File: src/rtl/ums_pkg.sv
// Shared constants and types for the 3x3 unsharp mask block.
package ums_pkg;

    localparam int PIX_W      = 8;
    localparam int IMG_W_W    = 12;
    localparam int IMG_H_W    = 13;
    localparam int AMT_W      = 12;
    localparam int CFG_DATA_W = 13;
    localparam int CFG_IDX_W  = 2;

    // blur sum reaches 16*255, diff spans -4080..4080
    localparam int BLUR_W     = 12;
    localparam int DIFF_W     = 13;
    localparam int PROD_W     = DIFF_W + AMT_W + 1;
    localparam int ACC_W      = PROD_W + 1;
    localparam int FRAC_W     = 12;
    localparam int ROUND_HALF = 2048;

    localparam logic [IMG_W_W-1:0] WIDTH_RST  = 12'd640;
    localparam logic [IMG_H_W-1:0] HEIGHT_RST = 13'd480;
    localparam logic [AMT_W-1:0]   AMOUNT_RST = 12'd256;

    localparam int QUEUE_DEPTH = 16;
    localparam int QPTR_W      = $clog2(QUEUE_DEPTH);
    localparam int QCNT_W      = QPTR_W + 1;

    typedef enum logic [CFG_IDX_W-1:0] {
        CFG_IMAGE_WIDTH    = 2'd0,
        CFG_IMAGE_HEIGHT   = 2'd1,
        CFG_SHARPEN_AMOUNT = 2'd2
    } t_cfg_idx;

    // which results a pixel produces
    typedef struct packed {
        logic interior;
        logic border;
    } t_emit;

endpackage

File: src/rtl/ums_sharpen.sv
// Gain multiply, rounding and clamp of the sharpened pixel.
module ums_sharpen #(
    parameter int ROW_W = 12,
    parameter int COL_W = 11
) (
    input  logic                               i_clk,
    input  logic                               i_rst_n,
    input  logic                               i_valid,
    input  logic [ums_pkg::PIX_W-1:0]          i_centre,
    input  logic signed [ums_pkg::DIFF_W-1:0]  i_diff,
    input  ums_pkg::t_emit                     i_emit,
    input  logic [ums_pkg::PIX_W-1:0]          i_pixel,
    input  logic [ROW_W-1:0]                   i_row,
    input  logic [COL_W-1:0]                   i_col,
    input  logic [ums_pkg::AMT_W-1:0]          i_amount,
    output logic                               o_valid,
    output logic [ums_pkg::PIX_W-1:0]          o_sharp,
    output ums_pkg::t_emit                     o_emit,
    output logic [ums_pkg::PIX_W-1:0]          o_pixel,
    output logic [ROW_W-1:0]                   o_row,
    output logic [COL_W-1:0]                   o_col
);

    localparam int AW = ums_pkg::ACC_W;
    localparam int LO = ums_pkg::FRAC_W;
    localparam int HI = ums_pkg::FRAC_W + ums_pkg::PIX_W;

    logic                                r_v3;
    logic signed [ums_pkg::PROD_W-1:0]   r_prod;
    logic [ums_pkg::PIX_W-1:0]           r_centre3, r_pix3;
    ums_pkg::t_emit                      r_emit3;
    logic [ROW_W-1:0]                    r_row3;
    logic [COL_W-1:0]                    r_col3;
    logic signed [AW-1:0]                acc;

    always_ff @(posedge i_clk) begin
        if (!i_rst_n) begin
            r_v3 <= 1'b0;
        end else begin
            r_v3 <= i_valid;
        end
    end

    always_ff @(posedge i_clk) begin
        if (i_valid) begin
            r_prod    <= $signed({1'b0, i_amount}) * i_diff;
            r_centre3 <= i_centre;
            r_pix3    <= i_pixel;
            r_emit3   <= i_emit;
            r_row3    <= i_row;
            r_col3    <= i_col;
        end
    end

    // value in 1/4096 units, rounded half up, then clamped to a byte
    always_comb begin
        acc = AW'(r_prod) + AW'({r_centre3, {LO{1'b0}}}) + AW'(ums_pkg::ROUND_HALF);
        if (acc[AW-1]) begin
            o_sharp = '0;
        end else if (|acc[AW-2:HI]) begin
            o_sharp = '1;
        end else begin
            o_sharp = acc[HI-1:LO];
        end
    end

    assign o_valid = r_v3;
    assign o_emit  = r_emit3;
    assign o_pixel = r_pix3;
    assign o_row   = r_row3;
    assign o_col   = r_col3;

endmodule

File: config.mk
export PLATFORM = sky130hd
export DESIGN_NAME = ums_sharpen
export DESIGN_NICKNAME = d
export VERILOG_FILES = /design/src/rtl/ums_pkg.sv /design/src/rtl/ums_sharpen.sv
export SDC_FILE = /design/constraint.sdc
export NUM_CORES = 1
export LEC_CHECK = 0
export ABC_AREA = 0
export ABC_CLOCK_PERIOD_IN_PS = 6300
export BUFFER_PORTS_ARGS = -buffer_cell sky130_fd_sc_hd__buf_2
export CAP_MARGIN = 20
export CORE_ASPECT_RATIO = 0.6
export CORE_MARGIN = 2
export CORE_UTILIZATION = 45
export DETAILED_ROUTE_END_ITERATION = 7
export PLACE_DENSITY = 0.75
export SLEW_MARGIN = 20
export SYNTH_ARGS = -nofsm -noshare
export SYNTH_HDL_FRONTEND = slang
export SYNTH_SLANG_ARGS = --single-unit
File: constraint.sdc
create_clock -name i_clk -period 6.3 [get_ports i_clk]
set_input_delay 1.575 -clock i_clk [delete_from_list [all_inputs] [get_ports i_clk]]
set_output_delay 1.575 -clock i_clk [all_outputs]
set_load 0.05 [all_outputs]
==> results of run 1 <==
==> cell usage after synthesis, drive strengths merged (2+ instances only) <==
library cell | n | area share, %
nor2 | 12 | 0.60
edfxtp | 56 | 22
ha | 98 | 16
nand3 | 7 | 0.47
a211oi | 4 | 0.57
o21ai | 11 | 0.74
o211ai | 3 | 0.30
nand2 | 87 | 4.4
nor2b | 13 | 1.1
nand2b | 6 | 0.50
nand4 | 3 | 0.25
and3 | 2 | 0.17
nor3 | 5 | 0.33
xnor2 | 15 | 1.8
o21bai | 3 | 0.30
a221oi | 2 | 0.23
xor2 | 8 | 0.94
mux2i | 4 | 0.53
a21o | 3 | 0.30
fa | 110 | 29
o31ai | 2 | 0.20
a31oi | 9 | 0.75
and2 | 74 | 6.2
o21a | 2 | 0.20
clkbuf | 25 | 1.3
inv | 127 | 6.4
a21oi | 18 | 1.3
==> logic make-up (layout without fill, tap and decap cells) <==
group,Yosys count,count (layout)
adders and majority gates,208,208
AOI/OAI and AO/OA,66,66
DFF,57,57
and+or+nand+nor,214,214
muxes,4,4
xor gates and xnor gates,23,23
buffers and inverters,152,336
==> path summary, 6_finish.rpt <==
kind / start / end / slack (ns)
worst min-delay path: i_centre[5] / r_centre3[5] / 1.43
worst max-delay path: i_amount[7] / r_prod[23] / -0.12
==> critical path: stages <==
cell and delay [ns]:
buf_8 0.12, buf_12 0.13, buf_4 0.13, and2_1 0.17
fa_2 0.46, fa_1 0.59, fa_1 0.46, fa_2 0.59
fa_2 0.45, ha_4 0.18, ha_4 0.21, and4_4 0.19
and2_4 0.13, a221o_1 0.38, a211oi_4 0.34, buf_4 0.17
o21ai_2 0.05, xor2_1 0.16
==> through the flow <==
stage	setup TNS, ns	instances	util [%]	power, mW
final	-0.326	1136	59.2	5.02
after global placement	-4.43	1106	54.6	4.07
after floorplan	-0.475	724	-	3.15
after detailed placement	-5.66	1106	54.6	4.15
after CTS	-0.482	1130	57.6	4.68
after global routing	-1.18	1136	59.2	5.49
==> layout make-up <==
cell class	count	area, um^2	share of cell area [%]
clock buffers	12	236	2.45
clock inverters	4	20.0	0.208
inverters	127	477	4.95
multi-input cells	515	5560	57.7
flip-flops and latches	57	1700	17.7
well taps	228	285	2.96
repair buffers	193	1360	14.1
==> per-layer routing <==
metal  vias to the layer above  global-route usage, %
met5                         -                      0
met4                         0                   3.17
met2                       139                   31.5
li1                       2688                      -
met3                         8                   4.72
met1                      2828                   29.3
==> registers in the layout, summed over array words and instances, names as in the netlist <==
| signal | flops |
|---|---|
| r_prod | 15 |
| o_pixel | 8 |
| o_valid | 1 |
| o_emit | 2 |
| o_col | 11 |
| o_row | 12 |
| r_centre3 | 8 |
==> power breakdown <==
| part | switching (mW) | leakage, nW | internal [mW] |
|---|---|---|---|
| registers | 0.0380 | 0.556 | 0.611 |
| clock network | 0.153 | 0.122 | 0.262 |
| logic | 1.97 | 4.02 | 1.99 |
==> timing repair <==
item | CTS | global route
pin swaps | 16 | 47
resized for setup | 35 | 39
buffers inserted | 8 | 5
gates cloned | 0 | 1
endpoints found under the setup margin | 10 | 13
==> impl_metrics.toml, run 1 <==
[grt]
grt_max_degree = 58
grt_pass1_wl_um = 28500
gr-total-overflow = 0
antenna_found_initial = 0
first_global_vias = 5935
grt_usage_pct = 20.2

[drt]
drt_iter0_drc = 382
postRouteAntennaNets = 0
num_vias = 5663
routed_wl_um = 17300
wl_per_cell_um = 15.2
route.met3.wl_um = 919
remaining_drc_errors = 0
highest_layer = "met4"
viasPerCell = 4.99
met1Wirelength_um = 8090
route.met2.wl_um = 8190
dr.pass1.iters = 5

[synthesis]
yosys.area_share.simple_pct = 14.6
synth_top_family_by_area = "adder cells"
syn_nets = 1001
synth_edf_count = 56
yosysSeqAreaShare_pct = 22.7
synth_xor_area_share_pct = 2.69
yosysWarnings = 0
ys_ff_latch = 57
synth_area_per_cell_um2 = 10.3
synth-compound-area-share_pct = 6.03
syn-cell-area_um2 = 7480
synthCells = 724
yosysUniqueCellTypes = 46
ys_async_sr_fraction_pct = 0
synthFlopType = "edfxtp_1"
synth_mux_area_share_pct = 0.535
synth-adder-area-share_pct = 45.8

[outcome]
status = "finished with violations"
violations = "setup timing"

[layout]
fin_area_um2 = 9630
n_antenna_cell = 0
nets = 1180
drive_above_1_share_pct = 28.7
syn2layout_area_growth_pct = 28.7
mostFrequentLayoutCells = "inv_1, fa_1, buf_2"
final_common_cell = "inv_1"
fillers = 1367

[hold_path]
whs_path_depth = 1
hold_path.class = "input port to flop"

[placed_design]
place.gp.congestion = 0.868
preCtsSetupSlack_ns = -0.574
placed_area_um2 = 8880
dpl.hpwl_um = 14100
port_buffers = 110

[floorplan]
core-area_um2 = 16300
die_w_um = 170
die_y_um = 104
ios = 111
dieArea_um2 = 17700
start_util_pct = 46.0
rows = 36

[clocking]
cts_hold_buf = 0
clock_sinks = 57
clockBufferDepth = 2
root_buffer = "clkbuf_16"
cts_buffers = 9
cts_tree = "built"
htree_levels = 3
clk_pin_slew_ns = 0.05

[timing]
fmax_ghz = 0.156
relSlewSlack_pct = 48.5
hold_ws_ns = 1.43
setup_viol = 5
timing.final.crit_share_pct = 102
worst_pin_slew_ns = 0.751
rsz0062_at_grt = "true"
period_needed_ns = 6.42
worst_slack_ns = -0.117
drv_slew = 0
timing.final.hold_violations = 0

[critical_path]
crit_type = "input port to flop"
cp_max_fo = 7
startpoint_type = "input port"
required_ns = 6.37
arrival_ns = 6.49
crit_path_end_kind = "flop"

[power]
power-per-cell-area_nw_per_um2 = 521
p_leak_nw = 4.70
ir_drop_mv = 0.469

[flow_run]
drv_cap = 0
(Power assumes the default switching activity.)
==> run 2: changes to the inputs <==
--- a/config.mk
+++ b/config.mk
@@ -5,7 +5,7 @@
 export SDC_FILE = /design/constraint.sdc
 export NUM_CORES = 1
 export LEC_CHECK = 0
-export ABC_AREA = 0
+export ABC_AREA = 1
 export ABC_CLOCK_PERIOD_IN_PS = 6300
 export BUFFER_PORTS_ARGS = -buffer_cell sky130_fd_sc_hd__buf_2
 export CAP_MARGIN = 20
@@ -13,7 +13,7 @@
 export CORE_MARGIN = 2
 export CORE_UTILIZATION = 45
 export DETAILED_ROUTE_END_ITERATION = 7
-export PLACE_DENSITY = 0.75
+export PLACE_DENSITY = 0.74
 export SLEW_MARGIN = 20
 export SYNTH_ARGS = -nofsm -noshare
 export SYNTH_HDL_FRONTEND = slang
==> run 2 against run 1 <==
Against the previous run:
- the flow now finishes without violations
- maximum frequency up 4.0%
- critical path depth up 2
- combinational power grew 8.1%
- worst setup slack improved by 0.25 ns
- non-clock buffer count decreased by 14
- wire length is 5.3% higher
- synthesized cell count is 34% higher
- die area up 8.4%
- core utilization decreased by 4.2 points
- highest routed layer unchanged
- largest power group unchanged
- total power grew 8.8%
- count of clock-buffer cells in the layout fell by 2
- sequential cell count did not move
==> impl_metrics.toml, run 2 <==
[outcome]
status = "finished, final reports clean"

[flow_run]
drv_cap = 0

[clocking]
htree_levels = 3
cts_setup_buffers = 0
root_buffer = "clkbuf_16"
clk_pin_slew_ns = 0.05
clockBufferDepth = 2
cts_buffers = 9
cts_tree = "built"
clock_sinks = 57

[floorplan]
ios = 111
die_y_um = 108
start_util_pct = 45.5
rows = 38
dieArea_um2 = 19200
die_w_um = 178
core-area_um2 = 17900

[grt]
grt_max_degree = 58
gr-total-overflow = 0
first_global_vias = 6404
antenna_found_initial = 0
grt_pass1_wl_um = 30400
grt_usage_pct = 20.1

[power]
p_leak_nw = 5.66
ir_drop_mv = 0.481
power-per-cell-area_nw_per_um2 = 555

[synthesis]
yosysUniqueCellTypes = 31
yosys.area.top_type_share_pct = 27.1
syn-cell-area_um2 = 8140
synth_area_per_cell_um2 = 8.36
synth.most_common_cell = "nand2_1"
ys_ff_latch = 57
yosys.area.top_type = "fa_1"
synthCells = 973
ys_top_cells_by_area = "fa_1, edfxtp_1, ha_1"
yosysWarnings = 0
syn_nets = 1250
synthFlopType = "edfxtp_1"
synth_edf_count = 56
yosys-top-cells-count = "nand2_1, inv_1, fa_1, ha_1, edfxtp_1"
yosysSeqAreaShare_pct = 20.9
ys_async_sr_fraction_pct = 0

[layout]
mostFrequentLayoutCells = "nand2_1, inv_1, fa_1"
top_register = "r_prod"
fin_util_pct = 55.1
syn2layout_area_growth_pct = 21.0
nets = 1415
drive_above_1_share_pct = 19.9
fin_area_um2 = 9840
n_antenna_cell = 0
final_common_cell = "nand2_1"
largest_reg_flops = 15

[critical_path]
cp_max_fo = 6
crit_type = "input port to flop"
required_ns = 6.37
arrival_ns = 6.24
startpoint_type = "input port"
crit_path_end_kind = "flop"
crit_path_start = "i_amount[4]"
worstSetupEndpoint = "r_prod[19]"

[drt]
route.met2.wl_um = 7190
drt_iter0_drc = 364
wl_per_cell_um = 13.2
remaining_drc_errors = 0
postRouteAntennaNets = 0
met1Wirelength_um = 9140
route.met3.wl_um = 1630
routed_wl_um = 18200
num_vias = 6509
highest_layer = "met4"
dr.pass1.iters = 5
viasPerCell = 4.71

[timing]
finalSetupTns_ns = 0
timing.final.hold_violations = 0
period_needed_ns = 6.17
relSlewSlack_pct = 54.3
timing.final.crit_share_pct = 97.9
fmax_ghz = 0.162
setup_viol = 0
drv_slew = 0
worst_pin_slew_ns = 0.685
rsz0062_at_grt = "true"

[placed_design]
port_buffers = 110
placed_area_um2 = 9440
dpl.hpwl_um = 16000
place.gp.congestion = 0.916

[hold_path]
hold_path.class = "input port to flop"
-- run 2: cell types whose count changed in the layout (fill, tap and decap cells not counted), sizes merged, moves of 9 or more --
cell   delta
nand2   +180
buf      -12
nor2     +30
nor2b    -13
nand3    +30
and2     -74
xnor2     -9
inv     +126
-- run 2: worst min-delay path by stage --
stage / slack, ns / depth (start not counted) / startpoint / endpoint
after floorplan: 1.67 / 2 / i_valid / o_valid
after CTS: 1.41 / 1 / i_pixel[3] / o_pixel[3]
after global routing: 1.42 / 1 / i_centre[5] / r_centre3[5]
after detailed placement: 1.75 / 1 / i_row[1] / o_row[1]
after global placement: 1.75 / 1 / i_emit[1] / o_emit[1]
final: 1.42 / 1 / i_pixel[3] / o_pixel[3]
-- run 2: report_power, final --
group / total [mW] / leakage, nW / switching (mW) / internal [mW]
Sequential: 0.652 / 0.556 / 0.0407 / 0.611
Clock: 0.536 / 0.160 / 0.153 / 0.383
Combinational: 4.28 / 4.94 / 2.35 / 1.92
Total: 5.47 / 5.66 / 2.55 / 2.92
-- run 2: cell families (layout without fill, tap and decap cells) --
logic type / after synthesis / after routing / synth area share, %
XOR/XNOR: 20 / 20 / 2.15
flip-flops: 57 / 57 / 20.9
AO/OA/AOI/OAI: 44 / 44 / 3.20
AND/OR/NAND/NOR: 365 / 365 / 18.7
adder cells (fa/ha/maj): 208 / 208 / 42.1
buffers and inverters: 279 / 449 / 12.9
-- run 2: critical path: stages --
cell,delay [ns]
buf_2,0.16
buf_12,0.14
nand2_1,0.06
inv_1,0.05
fa_1,0.51
inv_1,0.06
fa_1,0.52
inv_1,0.05
fa_1,0.48
fa_1,0.57
fa_1,0.44
fa_1,0.57
ha_4,0.24
nand2_2,0.06
nand2_2,0.07
a21boi_1,0.21
o21ai_2,0.08
a21oi_2,0.15
o21bai_1,0.09
xor2_1,0.14
-- run 2: layout make-up --
class | count | area, um^2
clock buffers | 10 | 229
clock inverters | 6 | 106
fillers | 1682 | 8040
inverters | 254 | 957
multi-input cells | 637 | 5460
flip-flops and latches | 57 | 1700
well taps | 240 | 300
repair buffers | 179 | 1090
-- run 2: metrics by stage --
stage / power (mW) / worst slack (ns) / std cells / hold slack [ns]
final: 5.47 / 0.132 / 1383 / 1.42
after CTS: 5.37 / 0.108 / 1383 / 1.41
after floorplan: 3.25 / 0.0296 / 973 / 1.67
after detailed placement: 4.78 / -0.222 / 1367 / 1.75
after global routing: 6.06 / -0.0900 / 1383 / 1.42
after global placement: 4.71 / -0.181 / 1367 / 1.75
-- run 2: metal layers --
metal / up-vias / track usage, %
li1: 3255 / -
met1: 3009 / 29.5
met2: 228 / 30.0
met3: 17 / 4.40
met4: 0 / 5.50
met5: - / 0
-- run 2: repair_timing --
action / in CTS / in global routing
hold buffers: 0 / 0
gates resized for setup: 0 / 22
endpoints found under the setup margin: 0 / 10
