--- src/rtl/ums_pkg.sv ---
// Shared constants and types for the 3x3 unsharp mask block.
package ums_pkg;

    localparam int PIX_W      = 8;
    localparam int IMG_W_W    = 12;
    localparam int IMG_H_W    = 13;
    localparam int AMT_W      = 12;
    localparam int CFG_DATA_W = 13;
    localparam int CFG_IDX_W  = 2;

    // blur sum reaches 16*255, diff spans -4080..4080
    localparam int BLUR_W     = 12;
    localparam int DIFF_W     = 13;
    localparam int PROD_W     = DIFF_W + AMT_W + 1;
    localparam int ACC_W      = PROD_W + 1;
    localparam int FRAC_W     = 12;
    localparam int ROUND_HALF = 2048;

    localparam logic [IMG_W_W-1:0] WIDTH_RST  = 12'd640;
    localparam logic [IMG_H_W-1:0] HEIGHT_RST = 13'd480;
    localparam logic [AMT_W-1:0]   AMOUNT_RST = 12'd256;

    localparam int QUEUE_DEPTH = 16;
    localparam int QPTR_W      = $clog2(QUEUE_DEPTH);
    localparam int QCNT_W      = QPTR_W + 1;

    typedef enum logic [CFG_IDX_W-1:0] {
        CFG_IMAGE_WIDTH    = 2'd0,
        CFG_IMAGE_HEIGHT   = 2'd1,
        CFG_SHARPEN_AMOUNT = 2'd2
    } t_cfg_idx;

    // which results a pixel produces
    typedef struct packed {
        logic interior;
        logic border;
    } t_emit;

endpackage

--- src/rtl/ums_ifs.sv ---


interface ums_cfg_if;
    logic                            valid;
    logic                            ready;
    logic [ums_pkg::CFG_IDX_W-1:0]   index;
    logic [ums_pkg::CFG_DATA_W-1:0]  data;

    modport source (output valid, output index, output data, input ready);
    modport sink   (input valid, input index, input data, output ready);
endinterface

--- src/rtl/ums_cfg_regs.sv ---
// Configuration registers and bounded frame size.
module ums_cfg_regs #(
    parameter int MAX_WIDTH  = 2048,
    parameter int MAX_HEIGHT = 4096,
    localparam int WW = $clog2(MAX_WIDTH + 1),
    localparam int HW = $clog2(MAX_HEIGHT + 1)
) (
    input  logic                       i_clk,
    input  logic                       i_rst_n,
    ums_cfg_if.sink                    i_cfg,
    output logic [WW-1:0]              o_width,
    output logic [HW-1:0]              o_height,
    output logic [ums_pkg::AMT_W-1:0]  o_amount
);

    logic [ums_pkg::IMG_W_W-1:0] r_image_width;
    logic [ums_pkg::IMG_H_W-1:0] r_image_height;
    logic [ums_pkg::AMT_W-1:0]   r_sharpen_amount;

    assign i_cfg.ready = 1'b1;

    always_ff @(posedge i_clk) begin
        if (!i_rst_n) begin
            r_image_width    <= ums_pkg::WIDTH_RST;
            r_image_height   <= ums_pkg::HEIGHT_RST;
            r_sharpen_amount <= ums_pkg::AMOUNT_RST;
        end else if (i_cfg.valid) begin
            unique case (i_cfg.index)
                ums_pkg::CFG_IMAGE_WIDTH:
                    r_image_width <= i_cfg.data[ums_pkg::IMG_W_W-1:0];
                ums_pkg::CFG_IMAGE_HEIGHT:
                    r_image_height <= i_cfg.data[ums_pkg::IMG_H_W-1:0];
                ums_pkg::CFG_SHARPEN_AMOUNT:
                    r_sharpen_amount <= i_cfg.data[ums_pkg::AMT_W-1:0];
                default: ;
            endcase
        end
    end

    // zero counts as one, oversize clips to the line store size
    always_comb begin
        if (r_image_width == '0) begin
            o_width = WW'(1);
        end else if (32'(r_image_width) > 32'(MAX_WIDTH)) begin
            o_width = WW'(MAX_WIDTH);
        end else begin
            o_width = WW'(r_image_width);
        end
        if (r_image_height == '0) begin
            o_height = HW'(1);
        end else if (32'(r_image_height) > 32'(MAX_HEIGHT)) begin
            o_height = HW'(MAX_HEIGHT);
        end else begin
            o_height = HW'(r_image_height);
        end
    end

    assign o_amount = r_sharpen_amount;

endmodule

--- src/flat_wrapper.sv ---
// flat-port wrapper written by rule: the top's interface ports become plain ports
module ums_cfg_regs_flat 
#(
    parameter int MAX_WIDTH  = 2048,
    parameter int MAX_HEIGHT = 4096,
    localparam int WW = $clog2(MAX_WIDTH + 1),
    localparam int HW = $clog2(MAX_HEIGHT + 1)
)
  (i_clk, i_rst_n, o_width, o_height, o_amount, i_cfg_valid, i_cfg_index, i_cfg_data, i_cfg_ready);
  ums_cfg_if i_cfg_i ();
  input  logic i_clk;
  input  logic i_rst_n;
  output logic [WW-1:0] o_width;
  output logic [HW-1:0] o_height;
  output logic [ums_pkg::AMT_W-1:0] o_amount;
  input wire logic [$bits(i_cfg_i.valid)-1:0] i_cfg_valid;
  input wire logic [$bits(i_cfg_i.index)-1:0] i_cfg_index;
  input wire logic [$bits(i_cfg_i.data)-1:0] i_cfg_data;
  output wire logic [$bits(i_cfg_i.ready)-1:0] i_cfg_ready;
  assign i_cfg_i.valid = i_cfg_valid;
  assign i_cfg_i.index = i_cfg_index;
  assign i_cfg_i.data = i_cfg_data;
  assign i_cfg_ready = i_cfg_i.ready;
  ums_cfg_regs #(.MAX_WIDTH(MAX_WIDTH), .MAX_HEIGHT(MAX_HEIGHT)) u_core (.i_clk(i_clk), .i_rst_n(i_rst_n), .i_cfg(i_cfg_i), .o_width(o_width), .o_height(o_height), .o_amount(o_amount));
endmodule
--- config.mk ---
export PLATFORM = sky130hd
export DESIGN_NAME = ums_cfg_regs_flat
export DESIGN_NICKNAME = d
export VERILOG_FILES = /design/src/rtl/ums_pkg.sv /design/src/rtl/ums_ifs.sv /design/src/rtl/ums_cfg_regs.sv /design/src/flat_wrapper.sv
export SDC_FILE = /design/constraint.sdc
export NUM_CORES = 1
export LEC_CHECK = 0
export BUFFER_PORTS_ARGS = -buffer_cell sky130_fd_sc_hd__buf_2
export CORE_UTILIZATION = 30
export CTS_BUF_LIST = sky130_fd_sc_hd__clkbuf_2 sky130_fd_sc_hd__clkbuf_4 sky130_fd_sc_hd__clkbuf_8
export CTS_CLUSTER_DIAMETER = 50
export DETAILED_ROUTE_END_ITERATION = 12
export PLACE_DENSITY = 0.56
export SLEW_MARGIN = 20
export SYNTH_ARGS = -nofsm -noshare
export SYNTH_HDL_FRONTEND = slang
export SYNTH_SLANG_ARGS = --single-unit
--- constraint.sdc ---
create_clock -name i_clk -period 1.2 [get_ports i_clk]
set_input_delay 0.18 -clock i_clk [delete_from_list [all_inputs] [get_ports i_clk]]
set_output_delay 0.18 -clock i_clk [all_outputs]
set_load 0.01 [all_outputs]
==> results of run 1 <==
flip-flops by register name, indices dropped and copies added, names as in the netlist:
signal / cells
u_core.o_amount: 12
u_core.r_image_height: 13
u_core.r_image_width: 12
final timing paths:
path / end
min reg2reg: u_core.o_amount[9]
min: u_core.r_image_height[12]
max reg2reg: u_core.r_image_height[12]
max: o_width[0]
worst max-delay path, delay by kind of cell (launching register included):
family,cells,cell delay [ps]
buffers and inverters,1,130
flip-flops,1,340
AO/OA/AOI/OAI,1,100
AND/OR/NAND/NOR,2,350
synthesized netlist by cell type (all sizes together):
master | number | area, sq um
and3b | 2 | 20.0
nor3b | 1 | 12.5
a31oi | 2 | 12.5
clkbuf | 7 | 26.3
a21boi | 30 | 225
conb | 1 | 3.75
buf | 8 | 56.3
nor2b | 21 | 131
nand2 | 74 | 278
nor2 | 3 | 11.3
nor3 | 1 | 5.00
dfxtp | 37 | 741
nand3 | 7 | 35.0
nor4 | 4 | 25.0
nand3b | 2 | 15.0
or3b | 1 | 11.3
routing by layer:
metal | wire, um | vias to the layer above
li1 | - | 755
met1 | 2100 | 681
met2 | 1820 | 41
met3 | 207 | 7
met4 | 76 | 0
met5 | 0 | -
power breakdown:
| part | internal (mW) | switching (mW) | leakage, nW |
|---|---|---|---|
| Combinational | 0.138 | 0.163 | 0.570 |
| Sequential | 1.27 | 0.0360 | 0.304 |
| Clock | 0.519 | 0.452 | 0.0542 |
| Total | 1.93 | 0.652 | 0.929 |
timing repair:
action / CTS / global route
hold endpoints to repair: 0 / 0
pin swaps: 5 / 0
setup endpoints to repair: 20 / 19
buffers inserted: 0 / 0
resized for setup: 7 / 11
cloned: 1 / 0
cell usage in the layout (no fill, tap or decap), types with 4 or more instances in the layout:
| cell | netlist | routed |
|---|---|---|
| a21boi_0 | 22 | 22 |
| a21boi_1 | 8 | 8 |
| buf_2 | 3 | 54 |
| buf_4 | 4 | 5 |
| clkbuf_8 | 0 | 7 |
| dfxtp_1 | 37 | 31 |
| dfxtp_2 | 0 | 5 |
| nand2_1 | 74 | 74 |
| nand3_1 | 7 | 7 |
| nor2b_1 | 21 | 18 |
| nor4_2 | 0 | 4 |
final cells by class:
type                            count  share of cell area
Clock buffer                        7              0.0457
Clock inverter                      1             0.00237
Multi-Input combinational cell    149               0.388
Sequential cell                    37               0.356
Tap cell                           70              0.0415
Timing Repair Buffer               62               0.166
through the flow:
step	hold slack, ps	cells
6_report	127	326
5_1_grt	158	326
4_1_cts	137	326
3_5_place_dp	446	317
3_3_place_gp	443	317
2_1_floorplan	304	201
cell families (layout without fill, tap and decap cells):
| group | Yosys count | in the layout |
|---|---|---|
| AOI/OAI and AO/OA | 32 | 32 |
| DFF | 37 | 37 |
| buffers and inverters | 15 | 70 |
| other | 1 | 1 |
| and+or+nand+nor | 116 | 116 |
==> results.json, run 1 <==
{
  "fin_crit_sh": 1.16,
  "vias": 1484,
  "critPathArrivalTime_ps": 1210,
  "io_buffers": 54,
  "gr-max-usage-layer": "met2",
  "hold_buffers": 0,
  "muxShareOfSynthArea": 0,
  "setup_ws_ps": -191,
  "n_antenna_cell": 0,
  "crit_fanout": 3,
  "htreeDepth": 2,
  "drt-initial-drc-count": 71,
  "grt_overflow": 0,
  "clock-sinks": 37,
  "wl_per_cell_um": 12.9,
  "placed_area_sq_mm": 0.00195,
  "stdcell_area_sq_mm": 0.00211,
  "use_met1": 0.223,
  "p_leak_nw": 0.929,
  "synth_xor_area_frac": 0,
  "violations": "setup timing",
  "critPathCaptureType": "output port",
  "synth_top_family_by_area": "simple AND/OR/NAND/NOR gates",
  "r2r_slack_ps": 450,
  "boundaryPins": 56,
  "fp.dieH_um": 75.2,
  "cts_buffers": 5,
  "worstSkewPairLatency_ps": 290,
  "fillers": 578,
  "row_count": 26,
  "critical_path.max_stage_delay_ps": 340,
  "ys_types": 19,
  "met3_usage": 0.0402,
  "fin_setup_tns_ps": -378,
  "grt_max_degree": 38,
  "final_max_slew_viol_count": 0,
  "antenna_found_initial": 0,
  "maxCapViolations": 0,
  "drt-pass1-iter-count": 4,
  "met2_usage": 0.249,
  "cp_slowest_cell": "dfxtp_2",
  "num-nets-final": 273,
  "dp_hpwl_mm": 2.96,
  "avgViaCountPerCell": 4.55,
  "synthesis.nets": 219,
  "grt_pass1_vias": 1367,
  "cts.clk_slew.worst_paths_ps": 80,
  "multi_input_area_sq_um": 818,
  "worstPathRequired_ps": 1020,
  "hold_path.class": "in2reg",
  "antenna_left": 0,
  "path_class": "reg2out",
  "drive_above_1_share": 0.340,
  "synthAdderAreaFrac": 0,
  "cp_cell_sequence": "nor4_2 > a31oi_1 > nor2_1 > buf_2",
  "hold_viol": 0,
  "core_area_sq_mm": 0.00514,
  "cts_root_buf": "clkbuf_8",
  "yosysSeqAreaShare": 0.460,
  "areaGrowthSynthToFinish_pct": 31.0,
  "holdCritStartpoint": "i_cfg_data[12]",
  "synth_area_sq_mm": 0.00161,
  "whs_path_depth": 3,
  "start_util": 0.313,
  "synth.ff_latch_count": 37,
  "final-seq-area_sq_um": 751,
  "die_w_um": 75.2,
  "design.die.area_sq_mm": 0.00566,
  "fin_worst_skew_ps": 0,
  "reg2reg_depth": 3,
  "cts_tree": "yes",
  "powerDensity_mw_per_mm2": 1220,
  "wl_mm": 4.20,
  "synth_compound_area_frac": 0.148,
  "synthSimpleGateAreaFrac": 0.338,
  "p_total_mw": 2.58,
  "fmax_mhz": 719,
  "rsz0062_at_grt": "true",
  "grt_usage": 0.164,
  "fin_crit_ps": 1390,
  "postSynthAreaPerCell_sq_um": 8.01,
  "irDropWorstVdd_uv": 602,
  "grt_pass1_wl_mm": 6.71,
  "r2r-start": "u_core.r_image_height[12]",
  "critPathLaunchType": "register",
  "drc": 0,
  "synthCells": 201,
  "routabilityCongestion": 0.710,
  "yosysWarnings": 0,
  "finalSetupViolations": 2,
  "clock_path_buffers": 2,
  "status": "finished with violations",
  "dpl_worst_slack_ps": 90.1,
  "crit_start": "u_core.r_image_width[10]",
  "utilization": 0.410
}
(Power assumes the default switching activity.)
==> run 2: changes to the inputs <==
--- a/config.mk
+++ b/config.mk
@@ -6,11 +6,14 @@
 export NUM_CORES = 1
 export LEC_CHECK = 0
 export BUFFER_PORTS_ARGS = -buffer_cell sky130_fd_sc_hd__buf_2
+export CELL_PAD_IN_SITES_DETAIL_PLACEMENT = 0
+export CELL_PAD_IN_SITES_GLOBAL_PLACEMENT = 1
 export CORE_UTILIZATION = 30
 export CTS_BUF_LIST = sky130_fd_sc_hd__clkbuf_2 sky130_fd_sc_hd__clkbuf_4 sky130_fd_sc_hd__clkbuf_8
 export CTS_CLUSTER_DIAMETER = 50
 export DETAILED_ROUTE_END_ITERATION = 12
-export PLACE_DENSITY = 0.56
+export MAX_ROUTING_LAYER = met4
+export PLACE_DENSITY = 0.72
 export SLEW_MARGIN = 20
 export SYNTH_ARGS = -nofsm -noshare
 export SYNTH_HDL_FRONTEND = slang
==> run 2 against run 1 <==
The run still ends with setup timing left; largest cell class unchanged; sequential cell count unchanged; power increased by 6.7%; register-to-register slack got worse by 60 ps; largest power group unchanged; global-route usage increased by 0.18 points; non-clock buffer count increased by 1; maximum frequency decreased by 1.3%; sequential power about the same.
==> results.json, run 2 (same netlist as run 1, synthesis figures left out) <==
{
  "status": "finished with violations",
  "violations": "setup timing",
  "io_buffers": 54,
  "reg2reg_to": "u_core.r_image_height[12]",
  "critPathArrivalTime_ps": 1230,
  "multi_input_area_sq_um": 820,
  "n_antenna_cell": 0,
  "cts_root_buf": "clkbuf_8",
  "cts.clk_slew.worst_paths_ps": 70,
  "critPathLaunchType": "register",
  "p_leak_nw": 0.938,
  "design.die.area_sq_mm": 0.00566,
  "mostFrequentLayoutCells": "74 x nand2_1, 54 x buf_2, 24 x dfxtp_1, 22 x a21boi_0, 21 x nor2b_1",
  "path_class": "reg2out",
  "hold_viol": 0,
  "holdCritStartpoint": "i_cfg_data[12]",
  "clock-sinks": 37,
  "path_delay_family": "simple AND/OR/NAND/NOR gates",
  "wl_per_cell_um": 12.6,
  "antenna_found_initial": 0,
  "powerDensity_mw_per_mm2": 1290,
  "irDropWorstVdd_uv": 908,
  "cts_tree": "yes",
  "finalSetupViolations": 2,
  "worstPathRequired_ps": 1020,
  "drt-initial-drc-count": 79,
  "clock_path_buffers": 2,
  "fin_crit_sh": 1.17,
  "worstSkewPairLatency_ps": 290,
  "hold_path.class": "in2reg",
  "wl_mm": 4.13,
  "r2r_slack_ps": 390,
  "cp_slowest_cell": "dfxtp_2",
  "critical_path.max_stage_delay_ps": 340,
  "boundaryPins": 56,
  "fillers": 564,
  "critPathCaptureType": "output port",
  "die_w_um": 75.2,
  "hold_end": "u_core.r_image_height[12]",
  "final_common_cell": "nand2_1",
  "reg2reg_depth": 3,
  "drc": 0,
  "whs_path_depth": 3,
  "cts_buffers": 5,
  "maxCapViolations": 0,
  "r2r-start": "u_core.r_image_height[12]",
  "utilization": 0.417,
  "crit_fanout": 3,
  "grt_usage": 0.166,
  "largest_register_ff_count": 13,
  "fmax_mhz": 709,
  "htreeDepth": 2,
  "row_count": 26,
  "critPathBufInv": 1,
  "fp.dieH_um": 75.2,
  "fin_crit_ps": 1410,
  "drive_above_1_share": 0.358,
  "core_area_sq_mm": 0.00514,
  "hold_buffers": 0,
  "cp_cell_sequence": "nor4_4 > a31oi_1 > nor2_1 > buf_2",
  "avgViaCountPerCell": 4.44,
  "p_total_mw": 2.76,
  "final-seq-area_sq_um": 762,
  "grt_pass1_wl_mm": 6.57,
  "dp_hpwl_mm": 2.99,
  "fin_worst_skew_ps": 0,
  "areaGrowthSynthToFinish_pct": 33.2,
  "final_max_slew_viol_count": 0,
  "start_util": 0.313,
  "vias": 1451,
  "drt-pass1-iter-count": 5,
  "grt_max_degree": 38,
  "grt_overflow": 0,
  "regMostFlops": "u_core.r_image_height",
  "grt_pass1_vias": 1286,
  "antenna_left": 0,
  "rsz0062_at_grt": "true",
  "setup_ws_ps": -210,
  "routabilityCongestion": 0.755,
  "num-nets-final": 274
}
## run 2: changes by cell type in the layout (fill, tap and decap cells not counted), sizes merged
cell and delta:
buf +1, bufinv +1, clkinv -1
## run 2: worst max path at each step
stage,from,to,cells after the start
2_1_floorplan,u_core.r_image_height[4],o_height[0],3
3_3_place_gp,u_core.r_image_width[7],o_width[0],4
3_5_place_dp,u_core.r_image_width[7],o_width[0],4
4_1_cts,u_core.r_image_width[10],o_width[0],4
5_1_grt,u_core.r_image_height[5],o_height[0],4
6_report,u_core.r_image_width[7],o_width[0],4
## run 2: layout make-up
cell class	instances	area share
well taps	70	0.0409
clock inverters	1	0.0140
clock buffers	7	0.0420
multi-input cells	149	0.382
repair buffers	63	0.165
flip-flops and latches	37	0.356
## run 2: worst reg2reg max path, stage by stage, from the launching register on
cell and delay, ps:
dfxtp_4 430, buf_4 130, nand2_1 40, a21boi_0 150
## run 2: report_power, final
| group | total [mW] | internal, mW | switching, mW |
|---|---|---|---|
| clock | 1.14 | 0.700 | 0.440 |
| sequential | 1.31 | 1.27 | 0.0394 |
| combinational | 0.302 | 0.140 | 0.162 |
## run 2: what timing repair did
action                                  4_1_cts  5_1_grt
setup buffers                                 1        0
cloned                                        0        0
endpoints found under the setup margin       25       16
hold endpoints to repair                      0        0
resized for setup                             9       12
pin swaps                                     4        2
## run 2: metrics by stage
| stage | setup WS [ps] | cells | instance area (sq um) | hold WS [ps] | setup TNS (ps) |
|---|---|---|---|---|---|
| after floorplan | 192 | 201 | 1610 | 304 | 0 |
| after global placement | 52.9 | 318 | 1960 | 439 | 0 |
| after detailed placement | 14.5 | 318 | 1960 | 447 | 0 |
| after CTS | -235 | 327 | 2120 | 127 | -443 |
| after global routing | -342 | 327 | 2140 | 156 | -645 |
| final | -210 | 327 | 2140 | 137 | -403 |
## run 2: layer usage
| layer | track usage | wire (um) |
|---|---|---|
| met1 | 0.224 | 2110 |
| met2 | 0.238 | 1750 |
| met3 | 0.0335 | 220 |
| met4 | 0.0741 | 51 |
| met5 | - | 0 |
